File: src/rtl/core/ppd_pkg.sv
// Shared types and constants for the positional PID controller with deadband.
// Holds the sample/result beat structs, the config struct and register codes.
// No dependencies.
`default_nettype none

package ppd_pkg;

	localparam int DATA_WIDTH  = 16;
	localparam int DRIVE_WIDTH = 17;
	localparam int GAIN_WIDTH  = 16;
	localparam int LIMIT_WIDTH = 16;
	localparam int DB_WIDTH    = 8;
	localparam int APB_DATA_WIDTH = 32;
	localparam int APB_ADDR_WIDTH = 5;
	localparam int REG_IDX_WIDTH  = APB_ADDR_WIDTH - 2;

	localparam logic [DB_WIDTH-1:0] DEADBAND_RESET = 8'd5;

	typedef enum logic [REG_IDX_WIDTH-1:0] {
		REG_PROP_GAIN      = 3'd0,
		REG_INTEG_GAIN     = 3'd1,
		REG_DERIV_GAIN     = 3'd2,
		REG_INTEGRAL_LIMIT = 3'd3,
		REG_OUTPUT_LIMIT   = 3'd4,
		REG_DEADBAND       = 3'd5
	} reg_idx_t;

	typedef struct packed {
		logic signed [DATA_WIDTH-1:0] target;
		logic signed [DATA_WIDTH-1:0] measured;
	} sample_t;

	typedef struct packed {
		logic signed [DRIVE_WIDTH-1:0] drive;
		logic                          in_deadband;
	} result_t;

	typedef struct packed {
		logic signed [GAIN_WIDTH-1:0] prop_gain;
		logic signed [GAIN_WIDTH-1:0] integ_gain;
		logic signed [GAIN_WIDTH-1:0] deriv_gain;
		logic [LIMIT_WIDTH-1:0]       integral_limit;
		logic [LIMIT_WIDTH-1:0]       output_limit;
		logic [DB_WIDTH-1:0]          deadband;
	} ppd_cfg_t;

endpackage

`default_nettype wire

File: src/rtl/core/positional_pid_deadband.sv
// Top level of the positional PID controller with deadband and APB config.
// Depends on ppd_pkg, ppd_regs and ppd_terms.
//
//   beat        handshake              payload
//   sample in   in_valid / in_stall    in_data  (target, measured)
//   result out  out_valid / out_stall  out_data (drive, in_deadband)
//   config      APB psel/penable       paddr, pwdata, prdata
//
// One sample per cycle while the output is not stalled; each result is registered.
// The input register feeds one combinational pass (error, deadband test, saturating
// accumulator update, three gain products and clamps) into the result register.
// Reset clears the accumulator, previous error and all valid bits.
// A stalled output holds; the input register still fills a bubble, then stalls.
`default_nettype none

module positional_pid_deadband #(
	parameter int ACC_WIDTH      = 32,
	parameter int GAIN_FRAC_BITS = 8
) (
	input  wire logic                                 clk,
	input  wire logic                                 arst_n,
	input  wire logic                                 in_valid,
	output logic                                      in_stall,
	input  ppd_pkg::sample_t                          in_data,
	output logic                                      out_valid,
	input  wire logic                                 out_stall,
	output ppd_pkg::result_t                          out_data,
	input  wire logic                                 psel,
	input  wire logic                                 penable,
	input  wire logic                                 pwrite,
	input  wire logic [ppd_pkg::APB_ADDR_WIDTH-1:0]   paddr,
	input  wire logic [ppd_pkg::APB_DATA_WIDTH-1:0]   pwdata,
	output logic      [ppd_pkg::APB_DATA_WIDTH-1:0]   prdata,
	output logic                                      pready
);
	import ppd_pkg::*;

	localparam int EW  = DATA_WIDTH + 1;
	localparam int DEW = DATA_WIDTH + 2;
	localparam int SW  = ((ACC_WIDTH > EW) ? ACC_WIDTH : EW) + 1;

	ppd_cfg_t cfg;

	sample_t                     in_s1;
	logic                        valid_s1;
	result_t                     out_data_q;
	logic                        out_valid_q;

	logic signed [ACC_WIDTH-1:0] error_sum_q;
	logic signed [EW-1:0]        prev_error_q;

	logic                        en_out;
	logic                        en_s1;

	logic signed [EW-1:0]        err;
	logic signed [DEW-1:0]       err_x;
	logic signed [DEW-1:0]       db_x;
	logic                        in_db;
	logic signed [SW-1:0]        acc_sum;
	logic signed [SW-1:0]        acc_max;
	logic signed [SW-1:0]        acc_min;
	logic signed [ACC_WIDTH-1:0] acc_next;
	logic signed [DEW-1:0]       derr;
	logic signed [DRIVE_WIDTH-1:0] drive;

	ppd_regs u_regs (
		.clk     (clk),
		.arst_n  (arst_n),
		.psel    (psel),
		.penable (penable),
		.pwrite  (pwrite),
		.paddr   (paddr),
		.pwdata  (pwdata),
		.prdata  (prdata),
		.cfg     (cfg)
	);

	assign pready = 1'b1;

	// advance a stage when the one after it can take its beat
	assign en_out   = !out_valid_q || !out_stall;
	assign en_s1    = !valid_s1 || en_out;
	assign in_stall = !en_s1;

	// error, deadband and accumulator
	assign err   = EW'(in_s1.target) - EW'(in_s1.measured);
	assign err_x = DEW'(err);
	assign db_x  = DEW'({1'b0, cfg.deadband});
	assign in_db = (err_x < db_x) && (err_x > -db_x);

	assign acc_sum = SW'(error_sum_q) + SW'(err);
	assign acc_max = SW'({1'b0, {(ACC_WIDTH-1){1'b1}}});
	assign acc_min = ~acc_max;

	always_comb begin
		if (acc_sum > acc_max) begin
			acc_next = acc_max[ACC_WIDTH-1:0];
		end else if (acc_sum < acc_min) begin
			acc_next = acc_min[ACC_WIDTH-1:0];
		end else begin
			acc_next = acc_sum[ACC_WIDTH-1:0];
		end
	end

	assign derr = err_x - DEW'(prev_error_q);

	// products and clamps
	ppd_terms #(
		.ACC_WIDTH      (ACC_WIDTH),
		.GAIN_FRAC_BITS (GAIN_FRAC_BITS)
	) u_terms (
		.err   (err),
		.acc   (acc_next),
		.derr  (derr),
		.cfg   (cfg),
		.drive (drive)
	);

	always_ff @(posedge clk or negedge arst_n) begin
		if (!arst_n) begin
			valid_s1     <= 1'b0;
			out_valid_q  <= 1'b0;
			error_sum_q  <= '0;
			prev_error_q <= '0;
		end else begin
			if (en_s1) begin
				valid_s1 <= in_valid;
			end
			if (en_out) begin
				out_valid_q <= valid_s1;
				// freeze state for a beat inside the deadband
				if (valid_s1 && !in_db) begin
					error_sum_q  <= acc_next;
					prev_error_q <= err;
				end
			end
		end
	end

	always_ff @(posedge clk) begin
		if (en_s1 && in_valid) begin
			in_s1 <= in_data;
		end
		if (en_out && valid_s1) begin
			out_data_q.drive       <= in_db ? '0 : drive;
			out_data_q.in_deadband <= in_db;
		end
	end

	assign out_valid = out_valid_q;
	assign out_data  = out_data_q;

endmodule

`default_nettype wire

File: src/rtl/core/ppd_regs.sv
// APB configuration registers of the PID controller: gains, limits, deadband.
// Depends on ppd_pkg for the config struct and register codes.
`default_nettype none

module ppd_regs (
	input  wire logic                                  clk,
	input  wire logic                                  arst_n,
	input  wire logic                                  psel,
	input  wire logic                                  penable,
	input  wire logic                                  pwrite,
	input  wire logic [ppd_pkg::APB_ADDR_WIDTH-1:0]    paddr,
	input  wire logic [ppd_pkg::APB_DATA_WIDTH-1:0]    pwdata,
	output logic      [ppd_pkg::APB_DATA_WIDTH-1:0]    prdata,
	output ppd_pkg::ppd_cfg_t                          cfg
);
	import ppd_pkg::*;

	ppd_cfg_t cfg_q;
	reg_idx_t idx;
	logic     wr_en;

	assign idx   = reg_idx_t'(paddr[APB_ADDR_WIDTH-1:2]);
	assign wr_en = psel && penable && pwrite;

	always_ff @(posedge clk or negedge arst_n) begin
		if (!arst_n) begin
			cfg_q.prop_gain      <= '0;
			cfg_q.integ_gain     <= '0;
			cfg_q.deriv_gain     <= '0;
			cfg_q.integral_limit <= '0;
			cfg_q.output_limit   <= '0;
			cfg_q.deadband       <= DEADBAND_RESET;
		end else if (wr_en) begin
			unique case (idx)
				REG_PROP_GAIN:      cfg_q.prop_gain      <= pwdata[GAIN_WIDTH-1:0];
				REG_INTEG_GAIN:     cfg_q.integ_gain     <= pwdata[GAIN_WIDTH-1:0];
				REG_DERIV_GAIN:     cfg_q.deriv_gain     <= pwdata[GAIN_WIDTH-1:0];
				REG_INTEGRAL_LIMIT: cfg_q.integral_limit <= pwdata[LIMIT_WIDTH-1:0];
				REG_OUTPUT_LIMIT:   cfg_q.output_limit   <= pwdata[LIMIT_WIDTH-1:0];
				REG_DEADBAND:       cfg_q.deadband       <= pwdata[DB_WIDTH-1:0];
				default: ;
			endcase
		end
	end

	always_comb begin
		unique case (idx)
			REG_PROP_GAIN:      prdata = APB_DATA_WIDTH'(unsigned'(cfg_q.prop_gain));
			REG_INTEG_GAIN:     prdata = APB_DATA_WIDTH'(unsigned'(cfg_q.integ_gain));
			REG_DERIV_GAIN:     prdata = APB_DATA_WIDTH'(unsigned'(cfg_q.deriv_gain));
			REG_INTEGRAL_LIMIT: prdata = APB_DATA_WIDTH'(cfg_q.integral_limit);
			REG_OUTPUT_LIMIT:   prdata = APB_DATA_WIDTH'(cfg_q.output_limit);
			REG_DEADBAND:       prdata = APB_DATA_WIDTH'(cfg_q.deadband);
			default:            prdata = '0;
		endcase
	end

	assign cfg = cfg_q;

endmodule

`default_nettype wire

File: src/rtl/core/ppd_terms.sv
// Gain products, integral clamp, term sum and output clamp of the PID step.
// Purely combinational; depends on ppd_pkg for the config struct.
`default_nettype none

module ppd_terms #(
	parameter int ACC_WIDTH      = 32,
	parameter int GAIN_FRAC_BITS = 8
) (
	input  wire logic signed [ppd_pkg::DATA_WIDTH:0]      err,
	input  wire logic signed [ACC_WIDTH-1:0]              acc,
	input  wire logic signed [ppd_pkg::DATA_WIDTH+1:0]    derr,
	input  ppd_pkg::ppd_cfg_t                             cfg,
	output logic signed [ppd_pkg::DRIVE_WIDTH-1:0]        drive
);
	import ppd_pkg::*;

	localparam int PW  = DATA_WIDTH + 1 + GAIN_WIDTH;
	localparam int IPW = ACC_WIDTH + GAIN_WIDTH;
	localparam int DPW = DATA_WIDTH + 2 + GAIN_WIDTH;
	localparam int TW  = ((IPW > DPW) ? IPW : DPW) + 2;

	logic signed [PW-1:0]  p_prod;
	logic signed [IPW-1:0] i_prod;
	logic signed [DPW-1:0] d_prod;
	logic signed [IPW-1:0] i_sh;
	logic signed [IPW-1:0] ilim;
	logic signed [IPW-1:0] i_cl;
	logic signed [TW-1:0]  total;
	logic signed [TW-1:0]  olim;
	logic signed [TW-1:0]  total_cl;

	assign p_prod = cfg.prop_gain * err;
	assign i_prod = cfg.integ_gain * acc;
	assign d_prod = cfg.deriv_gain * derr;

	// arithmetic shift floors, matching the fixed-point scaling
	assign i_sh = i_prod >>> GAIN_FRAC_BITS;
	assign ilim = IPW'({1'b0, cfg.integral_limit});

	always_comb begin
		if (i_sh > ilim) begin
			i_cl = ilim;
		end else if (i_sh < -ilim) begin
			i_cl = -ilim;
		end else begin
			i_cl = i_sh;
		end
	end

	assign total = TW'(p_prod >>> GAIN_FRAC_BITS) + TW'(i_cl)
		+ TW'(d_prod >>> GAIN_FRAC_BITS);
	assign olim = TW'({1'b0, cfg.output_limit});

	always_comb begin
		if (total > olim) begin
			total_cl = olim;
		end else if (total < -olim) begin
			total_cl = -olim;
		end else begin
			total_cl = total;
		end
	end

	assign drive = total_cl[DRIVE_WIDTH-1:0];

endmodule

`default_nettype wire

File: config.mk
export PLATFORM = sky130hd
export DESIGN_NAME = positional_pid_deadband
export DESIGN_NICKNAME = d
export VERILOG_FILES = /design/src/rtl/core/ppd_pkg.sv /design/src/rtl/core/positional_pid_deadband.sv /design/src/rtl/core/ppd_regs.sv /design/src/rtl/core/ppd_terms.sv
export SDC_FILE = /design/constraint.sdc
export NUM_CORES = 2
export LEC_CHECK = 0
export BUFFER_PORTS_ARGS = -buffer_cell sky130_fd_sc_hd__buf_2
export CAP_MARGIN = 15
export CORE_MARGIN = 5
export CORE_UTILIZATION = 67
export CTS_CLUSTER_SIZE = 14
export DETAILED_ROUTE_END_ITERATION = 16
export PLACE_DENSITY = 0.94
export SKIP_LAST_GASP = 1
export SYNTH_ARGS = -nofsm -noshare
export SYNTH_HDL_FRONTEND = slang
export SYNTH_SLANG_ARGS = --single-unit
File: constraint.sdc
create_clock -name clk -period 23 [get_ports clk]
set_clock_uncertainty 0.05 [all_clocks]
set_input_delay 2.3 -clock clk [delete_from_list [all_inputs] [get_ports clk]]
set_output_delay 2.3 -clock clk [all_outputs]
set_load 0.02 [all_outputs]
==> key figures <==
Floorplanning
  • Die height: 310 µm
  • Io pins: 129
  • Die X: 310 µm
  • Initial core utilization: 0.673
  • Die area: 96000 µm²
  • Core area: 89600 µm²
  • Row cnt: 110

Routing
  • DRT Wirelength: 178000 µm
  • DRC: 0
  • Vias per inst: 6.35
  • Drt initial violations: 5660
  • Vias: 51300
  • Wire per inst: 22.1 µm
  • Drt first pass iters: 10
  • Post-route ant nets: 0

Global routing
  • First-pass GRT wire length: 283000 µm
  • All-Layer GR Usage: 0.373
  • Maximum number of pins on one net before global-route repair: 76
  • Initial antenna violation count: 17
  • GRT overflow: 0
  • Vias in the first global route: 55100

Synth
  • Largest cells by area after synthesis: fa_1, ha_1, inv_1
  • Mapped Cells: 6923
  • Post-synth EDFFs: 50
  • Async set-or-reset flop fraction in the synthesized netlist: 0.735
  • Count leader, synth: inv_1
  • Post-synth top cells: inv_1, fa_1, nand2_1
  • Yosys top cell by area: fa_1
  • Synthesized area: 60300 µm²
  • Mapped Avg Cell Area: 8.71 µm²
  • Synth Flop Type: dfrtp_1
  • Synth Warn #: 0
  • Flops & latches, synth: 189
  • Seq/Total Area, Yosys: 0.0827
  • Top-area cell type share of the netlist area: 0.366
  • Unique cell type count in the Yosys netlist: 96

Setup path
  • Sum of buffers and inverters on the critical path: 11
  • Arrival time at the worst endpoint: 22.21 ns
  • Worst setup SP type: flip-flop
  • Most used cell, CP: fa_1
  • Kind of critical path: flip-flop to flip-flop
  • CP endpoint kind: flip-flop
  • Worst Path Max Fanout: 28
  • Largest stage delay on the critical path: 0.69 ns
  • Required time worst endpoint: 23.15 ns
  • Worst path top cell family by delay: compound AO/OA/AOI/OAI gates
  • CP max-delay cell: a2111oi_2

Timing
  • Tcrit/Tclk final: 0.959
  • Slew Limit Fails: 0
  • Hold Fails Final Rpt: 0
  • Final min period: 22.06 ns
  • PnR worst setup slack: 0.938 ns
  • Slew @ Worst Pin: 1.18 ns
  • Final setup viols: 0
  • Relative slew slack: 0.210
  • FMAX: 45.3 MHz

Finish
  • Layout net count: 8605
  • Syn-to-layout area delta: 4.83%
  • Register area: 4980 µm²
  • Layout Utilization: 0.705
  • Layout cell share with drive strength beyond 1: 0.0775
  • Multi-input gate area in the final layout: 49000 µm²
  • Fill cells: 6095

Run
  • Max-cap violations: 0

Placed design
  • GPL Wtd Cong: 1.05
  • Worst slack, placed: 0.0712 ns
  • Input/output buffers: 93
  • DPL Wire Length: 141000 µm

Status
  • Status: finished, final reports clean

Clock network
  • Root Buffer: clkbuf_16
  • Worst-Skew Late Latency: 0.51 ns
  • H-tree depth: 4
  • Clock buffer count from CTS: 17
  • Clock buffer depth: 2
  • CTS Sinks: 189
  • Clock transition at path regs: 0.07 ns
  • CTS tree: yes
  • Hold-fix buffer count after cts: 0

Hold path
  • HP Class: flip-flop to flip-flop
per-stage QoR:
stage,hold slack [ns],TNS [ns],instance area [µm²],cells
after global placement,0.420,0,62200,8017
after floorplan,0.399,0,60300,6938
after CTS,0.459,0,62800,8049
final,0.462,0,63200,8078
after global routing,0.472,-1.15,63200,8069
after detailed placement,0.437,0,62200,8017
sequential cells by signal, summed over array words and instances (netlist names):
register and cells:
u_regs.cfg 88, error_sum_q 32, out_data 18, valid_s1 1
prev_error_q 17, out_valid 1, in_s1 32
cell families (layout without fill, tap and decap cells):
logic type,count (synthesis),count (layout),synth area share
flip-flops,189,189,0.0827
AO/OA/AOI/OAI,927,929,0.102
XOR/XNOR,209,209,0.0304
multiplexers,154,154,0.0289
AND/OR/NAND/NOR,2030,2031,0.164
adder cells (fa/ha/maj),1652,1652,0.480
other,2,27,0.000125
buffers and inverters,1760,1711,0.112
worst register-to-register path: cells and delay by family (launching register included):
kind	cells	cell delay, ns
and+or+nand+nor	17	3.02
AOI/OAI and AO/OA	46	10.30
DFF	1	0.42
xor gates and xnor gates	3	0.52
adders and majority gates	13	5.46
muxes	2	0.52
buffers and inverters	11	1.50
cells in the final DEF, fill, tap and decap left out, drive strengths merged, types with 93 or more instances in the layout:
cell,n
ha,549
a21o,104
buf,250
fa,1101
and2,373
nand2,856
dfrtp,137
inv,1437
mux2,108
nor2,219
xnor2,148
a21oi,248
o21ai,207
nand3,93
routing by layer:
layer | part of all wire | up-vias | GRT usage
met3 | 0.13 | 1115 | 0.115
met1 | 0.34 | 24900 | 0.446
met2 | 0.45 | 3598 | 0.596
met4 | 0.075 | 16 | 0.231
met5 | 0.00070 | - | 0
li1 | - | 21700 | -
path summary, 6_finish.rpt:
path / start / endpoint / slack (ns) / cells past startpoint
max: in_s1[1] / out_data[11] / 0.94 / 92
min: u_regs.cfg[62] / u_regs.cfg[62] / 0.46 / 1
max reg2reg: in_s1[1] / out_data[11] / 0.94 / 92
min reg2reg: u_regs.cfg[62] / u_regs.cfg[62] / 0.46 / 1
max in group asynchronous: arst_n / u_regs.cfg[62] / 19.67 / 2
min in group asynchronous: arst_n / error_sum_q[26] / 1.82 / 1
area by class of cell:
class / count / share of cell area
Inverter: 1428 / 0.0848
Clock buffer: 19 / 0.00719
Tap cell: 1176 / 0.0233
Clock inverter: 13 / 0.00226
Antenna cell: 10 / 0.000396
Sequential cell: 189 / 0.0789
Multi-Input combinational cell: 4992 / 0.776
Timing Repair Buffer: 251 / 0.0268
repair_timing:
action / in CTS / in global routing
pin swaps: 0 / 8
gates cloned: 0 / 3
gates resized for setup: 1 / 53
buffers inserted: 0 / 13
setup endpoints to repair: 1 / 17
Power is left out: the tool's default activity adds up to more than one toggle a clock period on the data nets, which glitch-free logic cannot reach.
